**src/isp_pkg.sv**
```systemverilog
package isp_pkg;

    localparam int MAX_SEGS           = 32;
    localparam int MIN_SEGMENT_PIXELS = 256;
    localparam int DIM_BITS           = 16;

    localparam logic [15:0] DIM_MASK = 16'((64'd1 << DIM_BITS) - 64'd1);

    // Shared divider: the widest dividend is height * (cols * top rows) plus rounding,
    // and every divisor is a row, column or segment count of at most MAX_SEGS + 1.
    localparam int DVD_BITS = 22;
    localparam int DVS_BITS = 6;
    localparam int CNT_BITS = $clog2(DVD_BITS + 1);

    typedef logic [DVD_BITS-1:0] t_dvd;
    typedef logic [DVS_BITS-1:0] t_dvs;
    typedef logic [CNT_BITS-1:0] t_cnt;

    typedef struct packed {
        logic [15:0] width_px;
        logic [15:0] height_px;
        logic [5:0]  segment_count;
    } t_in_item;

    typedef struct packed {
        logic [4:0]  segment_index;
        logic [15:0] x_start;
        logic [15:0] x_end;
        logic [15:0] y_start;
        logic [15:0] y_end;
        logic        last;
        logic        error;
    } t_out_item;

    typedef struct packed {
        logic start;
        t_dvd dividend;
        t_dvs divisor;
    } t_div_req;

    typedef struct packed {
        logic done;
        t_dvd quot;
        t_dvs rem;
    } t_div_rsp;

    typedef enum logic [3:0] {
        S_IDLE,
        S_AREA,
        S_HN,
        S_SEARCH,
        S_DIV_ROWS,
        S_CR,
        S_TOPH,
        S_DIV_TOP,
        S_DIV_XT,
        S_DIV_YT,
        S_EMIT,
        S_DIV_XB,
        S_DIV_YB,
        S_ERR
    } t_state;

endpackage

```
**src/isp_div.sv**
```systemverilog
module isp_div (
    input  logic              i_clk,
    input  logic              i_rst_n,
    input  isp_pkg::t_div_req i_req,
    output isp_pkg::t_div_rsp o_rsp
);

    logic          r_busy;
    logic          r_done;
    isp_pkg::t_cnt r_cnt;
    isp_pkg::t_dvd r_quot;
    isp_pkg::t_dvs r_rem;
    isp_pkg::t_dvs r_dvs;

    logic [isp_pkg::DVS_BITS:0]   partial;
    logic [isp_pkg::DVS_BITS+1:0] diff;
    logic                         fits;
    isp_pkg::t_dvs                n_rem;

    // One restoring step per cycle, most significant dividend bit first.
    always_comb begin
        partial = {r_rem, r_quot[isp_pkg::DVD_BITS-1]};
        diff    = {1'b0, partial} - {2'b00, r_dvs};
        fits    = !diff[isp_pkg::DVS_BITS+1];
        n_rem   = fits ? diff[isp_pkg::DVS_BITS-1:0] : partial[isp_pkg::DVS_BITS-1:0];
    end

    always_ff @(posedge i_clk) begin
        if (!i_rst_n) begin
            r_busy <= 1'b0;
            r_done <= 1'b0;
            r_cnt  <= '0;
        end else begin
            r_done <= 1'b0;
            if (!r_busy && !r_done && i_req.start) begin
                r_busy <= 1'b1;
                r_cnt  <= isp_pkg::t_cnt'(isp_pkg::DVD_BITS);
                r_rem  <= '0;
                r_quot <= i_req.dividend;
                r_dvs  <= i_req.divisor;
            end else if (r_busy) begin
                r_rem  <= n_rem;
                r_quot <= {r_quot[isp_pkg::DVD_BITS-2:0], fits};
                r_cnt  <= r_cnt - isp_pkg::t_cnt'(1);
                if (r_cnt == isp_pkg::t_cnt'(1)) begin
                    r_busy <= 1'b0;
                    r_done <= 1'b1;
                end
            end
        end
    end

    assign o_rsp.done = r_done;
    assign o_rsp.quot = r_quot;
    assign o_rsp.rem  = r_rem;

endmodule

```
**src/image_segment_partitioner.sv**
```systemverilog
// Each division runs in the shared 22-step divider, and the row search adds one segment row
// per step. Results leave at one per cycle when not stalled, up to 32 per item; an item with
// a bottom band pauses its results for two more divisions before that band. An error item
// gives its single result through S_AREA and S_ERR. The next item is accepted once the last
// result is registered. Reset is synchronous, active low, and returns the sequencer to idle.
module image_segment_partitioner (
    input  logic               i_clk,
    input  logic               i_rst_n,
    input  logic               i_in_valid,
    input  isp_pkg::t_in_item  i_in_data,
    output logic               o_in_stall,
    output logic               o_out_valid,
    output isp_pkg::t_out_item o_out_data,
    input  logic               i_out_stall
);

    isp_pkg::t_state r_state, n_state;

    logic [15:0] r_w, r_h;
    logic [5:0]  r_n;
    logic [21:0] r_hn;
    logic [5:0]  r_rows;
    logic [21:0] r_t;
    logic [27:0] r_p;
    logic [5:0]  r_cols, r_rows_top, r_rbot, r_cr;
    logic [21:0] r_dvd;
    logic [15:0] r_top_h;
    logic [15:0] r_xs, r_ys;
    logic [5:0]  r_nxs, r_nys;
    logic [5:0]  r_cols_cur, r_row, r_col;
    logic [4:0]  r_k;
    logic [15:0] r_x, r_y;

    isp_pkg::t_out_item r_out, n_out;
    logic               r_out_valid;

    logic [15:0] mul_a, mul_b;
    logic [31:0] mul_prod;
    logic        area_err;
    logic        search_go;
    logic [21:0] t_inc;
    logic [15:0] x_end, y_end, top_q;
    logic        slot_free, load_out;
    logic        row_end, last_row, top_end;

    isp_pkg::t_div_req div_req;
    isp_pkg::t_div_rsp div_rsp;

    isp_div u_div (
        .i_clk   (i_clk),
        .i_rst_n (i_rst_n),
        .i_req   (div_req),
        .o_rsp   (div_rsp)
    );

    // The one multiplier is shared by the area check, height * count, cols * top rows and the top band size.
    always_comb begin
        unique case (r_state)
            isp_pkg::S_HN: begin
                mul_a = r_h;
                mul_b = 16'(r_n);
            end
            isp_pkg::S_CR: begin
                mul_a = 16'(r_cols);
                mul_b = 16'(r_rows_top);
            end
            isp_pkg::S_TOPH: begin
                mul_a = r_h;
                mul_b = 16'(r_cr);
            end
            default: begin
                mul_a = r_w;
                mul_b = r_h;
            end
        endcase
    end

    assign mul_prod = 32'(mul_a) * 32'(mul_b);

    always_comb begin
        div_req.start    = 1'b1;
        div_req.dividend = 22'(r_n);
        div_req.divisor  = r_rows;
        unique case (r_state)
            isp_pkg::S_DIV_ROWS: begin
                div_req.dividend = 22'(r_n);
                div_req.divisor  = r_rows;
            end
            isp_pkg::S_DIV_TOP: begin
                div_req.dividend = r_dvd;
                div_req.divisor  = r_n;
            end
            isp_pkg::S_DIV_XT: begin
                div_req.dividend = 22'(r_w);
                div_req.divisor  = r_cols;
            end
            isp_pkg::S_DIV_YT: begin
                div_req.dividend = 22'(r_top_h);
                div_req.divisor  = r_rows_top;
            end
            isp_pkg::S_DIV_XB: begin
                div_req.dividend = 22'(r_w);
                div_req.divisor  = r_cols_cur;
            end
            isp_pkg::S_DIV_YB: begin
                div_req.dividend = 22'(r_h - r_top_h);
                div_req.divisor  = r_rbot;
            end
            default: begin
                div_req.start = 1'b0;
            end
        endcase
    end

    assign area_err = (r_n == 6'd0) || ({1'b0, r_n} > 7'(isp_pkg::MAX_SEGS)) ||
                      (mul_prod < 32'(32'(r_n) * 32'(isp_pkg::MIN_SEGMENT_PIXELS)));

    // r_p holds rows*(rows+1)*w and r_t holds (rows+1)*w, so each step is two additions.
    assign search_go = (r_rows < r_n) && (r_p < 28'(r_hn));
    assign t_inc     = r_t + 22'(r_w);

    assign top_q = div_rsp.quot[15:0];
    assign x_end = r_x + r_xs + 16'(r_col >= r_nxs);
    assign y_end = r_y + r_ys + 16'(r_row >= r_nys);

    assign slot_free = !r_out_valid || !i_out_stall;
    assign row_end   = (r_col + 6'd1) == r_cols_cur;
    assign last_row  = (r_row + 6'd1) == r_rows;
    assign top_end   = (r_row + 6'd1) == r_rows_top;

    always_comb begin
        n_state  = r_state;
        load_out = 1'b0;
        n_out.segment_index = r_k;
        n_out.x_start       = r_x;
        n_out.x_end         = x_end;
        n_out.y_start       = r_y;
        n_out.y_end         = y_end;
        n_out.last          = ({1'b0, r_k} + 6'd1) == r_n;
        n_out.error         = 1'b0;
        unique case (r_state)
            isp_pkg::S_IDLE: begin
                if (i_in_valid) begin
                    n_state = isp_pkg::S_AREA;
                end
            end
            isp_pkg::S_AREA: begin
                n_state = area_err ? isp_pkg::S_ERR : isp_pkg::S_HN;
            end
            isp_pkg::S_HN: begin
                n_state = isp_pkg::S_SEARCH;
            end
            isp_pkg::S_SEARCH: begin
                if (!search_go) begin
                    n_state = isp_pkg::S_DIV_ROWS;
                end
            end
            isp_pkg::S_DIV_ROWS: begin
                if (div_rsp.done) begin
                    n_state = isp_pkg::S_CR;
                end
            end
            isp_pkg::S_CR: begin
                n_state = isp_pkg::S_TOPH;
            end
            isp_pkg::S_TOPH: begin
                n_state = isp_pkg::S_DIV_TOP;
            end
            isp_pkg::S_DIV_TOP: begin
                if (div_rsp.done) begin
                    n_state = isp_pkg::S_DIV_XT;
                end
            end
            isp_pkg::S_DIV_XT: begin
                if (div_rsp.done) begin
                    n_state = isp_pkg::S_DIV_YT;
                end
            end
            isp_pkg::S_DIV_YT: begin
                if (div_rsp.done) begin
                    n_state = isp_pkg::S_EMIT;
                end
            end
            isp_pkg::S_EMIT: begin
                if (slot_free) begin
                    load_out = 1'b1;
                    if (row_end && last_row) begin
                        n_state = isp_pkg::S_IDLE;
                    end else if (row_end && top_end) begin
                        n_state = isp_pkg::S_DIV_XB;
                    end
                end
            end
            isp_pkg::S_DIV_XB: begin
                if (div_rsp.done) begin
                    n_state = isp_pkg::S_DIV_YB;
                end
            end
            isp_pkg::S_DIV_YB: begin
                if (div_rsp.done) begin
                    n_state = isp_pkg::S_EMIT;
                end
            end
            isp_pkg::S_ERR: begin
                n_out = '0;
                n_out.last  = 1'b1;
                n_out.error = 1'b1;
                if (slot_free) begin
                    load_out = 1'b1;
                    n_state  = isp_pkg::S_IDLE;
                end
            end
            default: begin
                n_state = isp_pkg::S_IDLE;
            end
        endcase
    end

    always_ff @(posedge i_clk) begin
        if (!i_rst_n) begin
            r_state <= isp_pkg::S_IDLE;
        end else begin
            r_state <= n_state;
        end
    end

    always_ff @(posedge i_clk) begin
        if (!i_rst_n) begin
            r_out_valid <= 1'b0;
        end else if (load_out) begin
            r_out_valid <= 1'b1;
        end else if (!i_out_stall) begin
            r_out_valid <= 1'b0;
        end
    end

    always_ff @(posedge i_clk) begin
        if (load_out) begin
            r_out <= n_out;
        end
    end

    always_ff @(posedge i_clk) begin
        unique case (r_state)
            isp_pkg::S_IDLE: begin
                r_w <= i_in_data.width_px & isp_pkg::DIM_MASK;
                r_h <= i_in_data.height_px & isp_pkg::DIM_MASK;
                r_n <= i_in_data.segment_count;
            end
            isp_pkg::S_HN: begin
                r_hn   <= mul_prod[21:0];
                r_rows <= 6'd1;
                r_t    <= 22'({r_w, 1'b0});
                r_p    <= 28'({r_w, 1'b0});
            end
            isp_pkg::S_SEARCH: begin
                if (search_go) begin
                    r_rows <= r_rows + 6'd1;
                    r_t    <= t_inc;
                    r_p    <= r_p + 28'({r_t, 1'b0});
                end
            end
            isp_pkg::S_DIV_ROWS: begin
                if (div_rsp.done) begin
                    r_cols     <= div_rsp.quot[5:0];
                    r_rows_top <= r_rows - div_rsp.rem;
                    r_rbot     <= div_rsp.rem;
                end
            end
            isp_pkg::S_CR: begin
                r_cr <= mul_prod[5:0];
            end
            isp_pkg::S_TOPH: begin
                r_dvd <= mul_prod[21:0] + 22'(r_n >> 1);
            end
            isp_pkg::S_DIV_TOP: begin
                if (div_rsp.done) begin
                    r_top_h <= (top_q < 16'(r_rows_top)) ? 16'(r_rows_top) : top_q;
                end
            end
            isp_pkg::S_DIV_XT: begin
                if (div_rsp.done) begin
                    r_xs       <= div_rsp.quot[15:0];
                    r_nxs      <= r_cols - div_rsp.rem;
                    r_cols_cur <= r_cols;
                end
            end
            isp_pkg::S_DIV_YT: begin
                if (div_rsp.done) begin
                    r_ys  <= div_rsp.quot[15:0];
                    r_nys <= r_rows_top - div_rsp.rem;
                    r_row <= '0;
                    r_col <= '0;
                    r_k   <= '0;
                    r_x   <= '0;
                    r_y   <= '0;
                end
            end
            isp_pkg::S_EMIT: begin
                if (load_out) begin
                    r_k <= r_k + 5'd1;
                    if (row_end) begin
                        r_col <= '0;
                        r_x   <= '0;
                        r_y   <= y_end;
                        r_row <= r_row + 6'd1;
                        if (top_end) begin
                            r_cols_cur <= r_cols_cur + 6'd1;
                        end
                    end else begin
                        r_col <= r_col + 6'd1;
                        r_x   <= x_end;
                    end
                end
            end
            isp_pkg::S_DIV_XB: begin
                if (div_rsp.done) begin
                    r_xs  <= div_rsp.quot[15:0];
                    r_nxs <= r_cols_cur - div_rsp.rem;
                end
            end
            isp_pkg::S_DIV_YB: begin
                if (div_rsp.done) begin
                    r_ys  <= div_rsp.quot[15:0];
                    r_nys <= r_rbot - div_rsp.rem + r_rows_top;
                end
            end
            default: begin
            end
        endcase
    end

    assign o_in_stall  = r_state != isp_pkg::S_IDLE;
    assign o_out_valid = r_out_valid;
    assign o_out_data  = r_out;

    a_err_is_last: assert property (@(posedge i_clk) disable iff (!i_rst_n)
        (o_out_valid && o_out_data.error) |-> o_out_data.last)
        else $error("error result without last");

    a_accept_starts: assert property (@(posedge i_clk) disable iff (!i_rst_n)
        (i_in_valid && !o_in_stall) |=> (r_state == isp_pkg::S_AREA))
        else $error("accepted item did not start the sequencer");

    a_div_done_state: assert property (@(posedge i_clk) disable iff (!i_rst_n)
        div_rsp.done |-> (r_state == isp_pkg::S_DIV_ROWS || r_state == isp_pkg::S_DIV_TOP ||
                          r_state == isp_pkg::S_DIV_XT || r_state == isp_pkg::S_DIV_YT ||
                          r_state == isp_pkg::S_DIV_XB || r_state == isp_pkg::S_DIV_YB))
        else $error("divider finished outside a division step");

    a_emit_bounds: assert property (@(posedge i_clk) disable iff (!i_rst_n)
        (r_state == isp_pkg::S_EMIT) |-> ((r_col < r_cols_cur) && (r_row < r_rows)))
        else $error("emission position out of range");

endmodule

```
**config.mk**
```make
export PLATFORM = sky130hd
export DESIGN_NAME = image_segment_partitioner
export DESIGN_NICKNAME = d
export VERILOG_FILES = /design/src/isp_pkg.sv /design/src/isp_div.sv /design/src/image_segment_partitioner.sv
export SDC_FILE = /design/constraint.sdc
export NUM_CORES = 1
export LEC_CHECK = 0
export ABC_CLOCK_PERIOD_IN_PS = 25800
export BUFFER_PORTS_ARGS = -buffer_cell sky130_fd_sc_hd__buf_2
export CORE_AREA = 2 2 265 267
export DETAILED_ROUTE_END_ITERATION = 6
export DIE_AREA = 0 0 267 269
export RECOVER_POWER = 50
export SETUP_SLACK_MARGIN = 0.4
export SYNTH_ARGS = -nofsm -noshare
export SYNTH_HDL_FRONTEND = slang
export SYNTH_SLANG_ARGS = --single-unit
```
**constraint.sdc**
```tcl
create_clock -name i_clk -period 25.8 [get_ports i_clk]
set_input_delay 0 -clock i_clk [delete_from_list [all_inputs] [get_ports i_clk]]
set_output_delay 0 -clock i_clk [all_outputs]
set_load 0.01 [all_outputs]
```
==> results.sh <==
export IMPL_m1WireLength_um=37900
export IMPL_crit_path_max_fanout=105
export IMPL_coreArea_um2=69300
export IMPL_nets=3700
export IMPL_clock_latency_ps=620
export IMPL_cp_start_kind="register"
export IMPL_clockBufferDepth=3
export IMPL_drt_iter0_drc=2091
export IMPL_worst_ep_required_time_ps=26230
export IMPL_rsz0062_at_grt="false"
export IMPL_die_y_um=269
export IMPL_finalWeightedCongestion=0.938
export IMPL_crit_slowest_cell="dfxtp_1"
export IMPL_viasPerCell=5.57
export IMPL_cts_htree_levels=2
export IMPL_root_buffer="clkbuf_16"
export IMPL_hp_class="in2reg"
export IMPL_overflow=0
export IMPL_syn_area_per_cell_um2=10.1
export IMPL_top_layer_used="met4"
export IMPL_wirelength_um=88300
export IMPL_cts_resized=0
export IMPL_async_flop_share_pct=0
export IMPL_synth_edf_count=381
export IMPL_worstSetupPathType="reg2reg"
export IMPL_crit_top_cell="fa_1"
export IMPL_antenna_found_initial=1
export IMPL_vias=23096
export IMPL_fmax_ghz=0.0876
export IMPL_netlist_area_um2=30900
export IMPL_dr_pass1_iters=7
export IMPL_worst_slew_pin_slew_ps=2740
export IMPL_io_buffers=114
export IMPL_path_clk_slew_ps=60
export IMPL_initial_core_util_pct=44.6
export IMPL_synth_flop_cell="edfxtp_1"
export IMPL_syn_nets=3572
export IMPL_grt_start_max_net_pins=106
export IMPL_cts_sinks=393
export IMPL_fp_row_count=97
export IMPL_timing_slew_headroom_pct=-82.5
export IMPL_wire_per_inst_um=21.3
export IMPL_setup_viol=0
export IMPL_postSynthCellCount=3046
export IMPL_final_core_util_pct=49.5
export IMPL_io_pins=115
export IMPL_failed_checks="max-capacitance violations, max-slew violations"
export IMPL_synth_seq_area_share_pct=37.8
export IMPL_post_cts_buffers=0
export IMPL_groute_usage_overall_pct=25.0
export IMPL_route_antenna_remaining_nets=0
export IMPL_pre_cts_ws_ps=15110
export IMPL_hold_buffers=40
export IMPL_antenna_cells=0
export IMPL_dieArea_um2=71800
export IMPL_cp_end_kind="register"
export IMPL_hpwlAfterDp_um=66900
export IMPL_ys_ff_latch=393
export IMPL_syn_to_final_growth_pct=11.1
export IMPL_final_cell_mix="inv_1, edfxtp_1, ha_1"
export IMPL_status="finished with violations"
export IMPL_layout_drive_gt1_share_pct=5.33
export IMPL_synth_cell_type_count=77
export IMPL_drc=0
export IMPL_fin_skew_ps=33.2
export IMPL_setup_tns_ps=0
export IMPL_layout_min_cycle_time_ps=11420
export IMPL_route_met2_wl_um=41000
export IMPL_hold_violations=0
export IMPL_final_common_cell="inv_1"
export IMPL_ys_warn_count=0
export IMPL_grt_pass1_vias=23391
export IMPL_tritoncts="done"
export IMPL_finalCritPeriodShare_pct=44.2
export IMPL_critPathMaxStageDelay_ps=890
export IMPL_worstPathArrival_ps=11840
export IMPL_numCtsBuffers=47
export IMPL_met3_length_um=6540
export IMPL_setup_ws_ps=14380
export IMPL_cap_violations=4
export IMPL_maxSlewViolCount=162
export IMPL_die_x_um=267
export IMPL_grt_pass1_wl_um=137000
## final cells by class
type | instances | area (µm²)
tap | 940 | 1180
timing repair buffer | 199 | 1160
sequential | 393 | 11700
multi-input combinational | 2136 | 17300
clock buffer | 56 | 1210
clock inverter | 29 | 303
inverter | 397 | 1490
fill | 6433 | 35000
## synthesized netlist by cell type (all sizes together), types with 5 or more instances
cell type	count	area share, %
a21oi	120	2.0
nor4	8	0.16
edfxtp	381	37
xor2	79	2.2
a211oi	29	0.72
mux2	6	0.22
a41oi	7	0.20
or2	6	0.12
o21a	24	0.58
nand3	81	1.3
and2	65	1.3
a22oi	6	0.15
o31ai	13	0.33
o211ai	15	0.36
and4	9	0.26
nand2b	27	0.55
o21bai	13	0.32
nor3	44	0.71
a222oi	19	0.62
o221ai	5	0.14
inv	396	4.8
a2111oi	5	0.14
nand2	264	3.2
xnor2	104	2.9
fa	211	14
ha	273	11
buf	5	0.065
o21ai	112	1.8
dfxtp	12	0.78
nand4	19	0.38
a21boi	6	0.15
and3	85	1.7
nor2b	26	0.53
nor2	276	3.4
a21o	62	1.5
a22o	5	0.14
mux2i	14	0.45
a31oi	24	0.49
a221oi	8	0.23
or3	11	0.22
clkbuf	115	1.4
## through the flow
| stage | hold slack [ps] | instance area [µm²] | std cells |
|---|---|---|---|
| 2_1_floorplan | 98.9 | 30900 | 3046 |
| 3_3_place_gp | 177 | 32600 | 4025 |
| 3_5_place_dp | 178 | 32600 | 4025 |
| 4_1_cts | 59.1 | 34500 | 4150 |
| 5_1_grt | 76.2 | 34300 | 4150 |
| 6_report | 91.8 | 34300 | 4150 |
## kinds of logic (layout without fill, tap and decap cells)
kind of cell / after synthesis / in the layout / share of synthesized area (%)
DFF: 393 / 393 / 37.8
adders and majority gates: 484 / 484 / 24.7
AOI/OAI and AO/OA: 516 / 516 / 11.1
and+or+nand+nor: 933 / 933 / 14.2
buffers and inverters: 517 / 681 / 6.29
muxes: 20 / 20 / 0.672
xor gates and xnor gates: 183 / 183 / 5.19
## state kept, by name, summed over array words and instances (netlist names), 22 cells and up
signal,cells
o_out_data,71
u_div.r_quot,22
r_p,27
r_dvd,22
r_t,22
r_hn,22
## path summary, 6_finish.rpt
check	startpoint	to	slack, ps	depth (start not counted)
worst max-delay path	r_state[2]$_SDFFE_PN0P_	r_state[1]$_SDFFE_PN0P_	14380	34
worst min-delay path	i_in_data[30]	r_w[8]$_DFFE_PP_	90	2
worst max register to register	r_state[2]$_SDFFE_PN0P_	r_state[1]$_SDFFE_PN0P_	14380	34
worst min register to register	u_div.r_quot[19]$_DFFE_PP_	u_div.r_quot[20]$_DFFE_PP_	540	2
## worst max-delay path, delay by kind of cell, from the launching register on
family                     cells  cell delay, ps
and+or+nand+nor               11            2440
adders and majority gates      8            3690
buffers and inverters          6            1470
DFF                            1             890
xor gates and xnor gates       1             420
AOI/OAI and AO/OA              8            2320
## per-layer routing
| layer | GRT usage [%] | vias up |
|---|---|---|
| met5 | 0 | - |
| met4 | 7.23 | 0 |
| met3 | 4.78 | 151 |
| met2 | 41.5 | 822 |
| met1 | 33.4 | 11353 |
| li1 | - | 10770 |
Power is not shown: default switching activity piles up to over one toggle a cycle in this logic, so the estimate is an artifact.
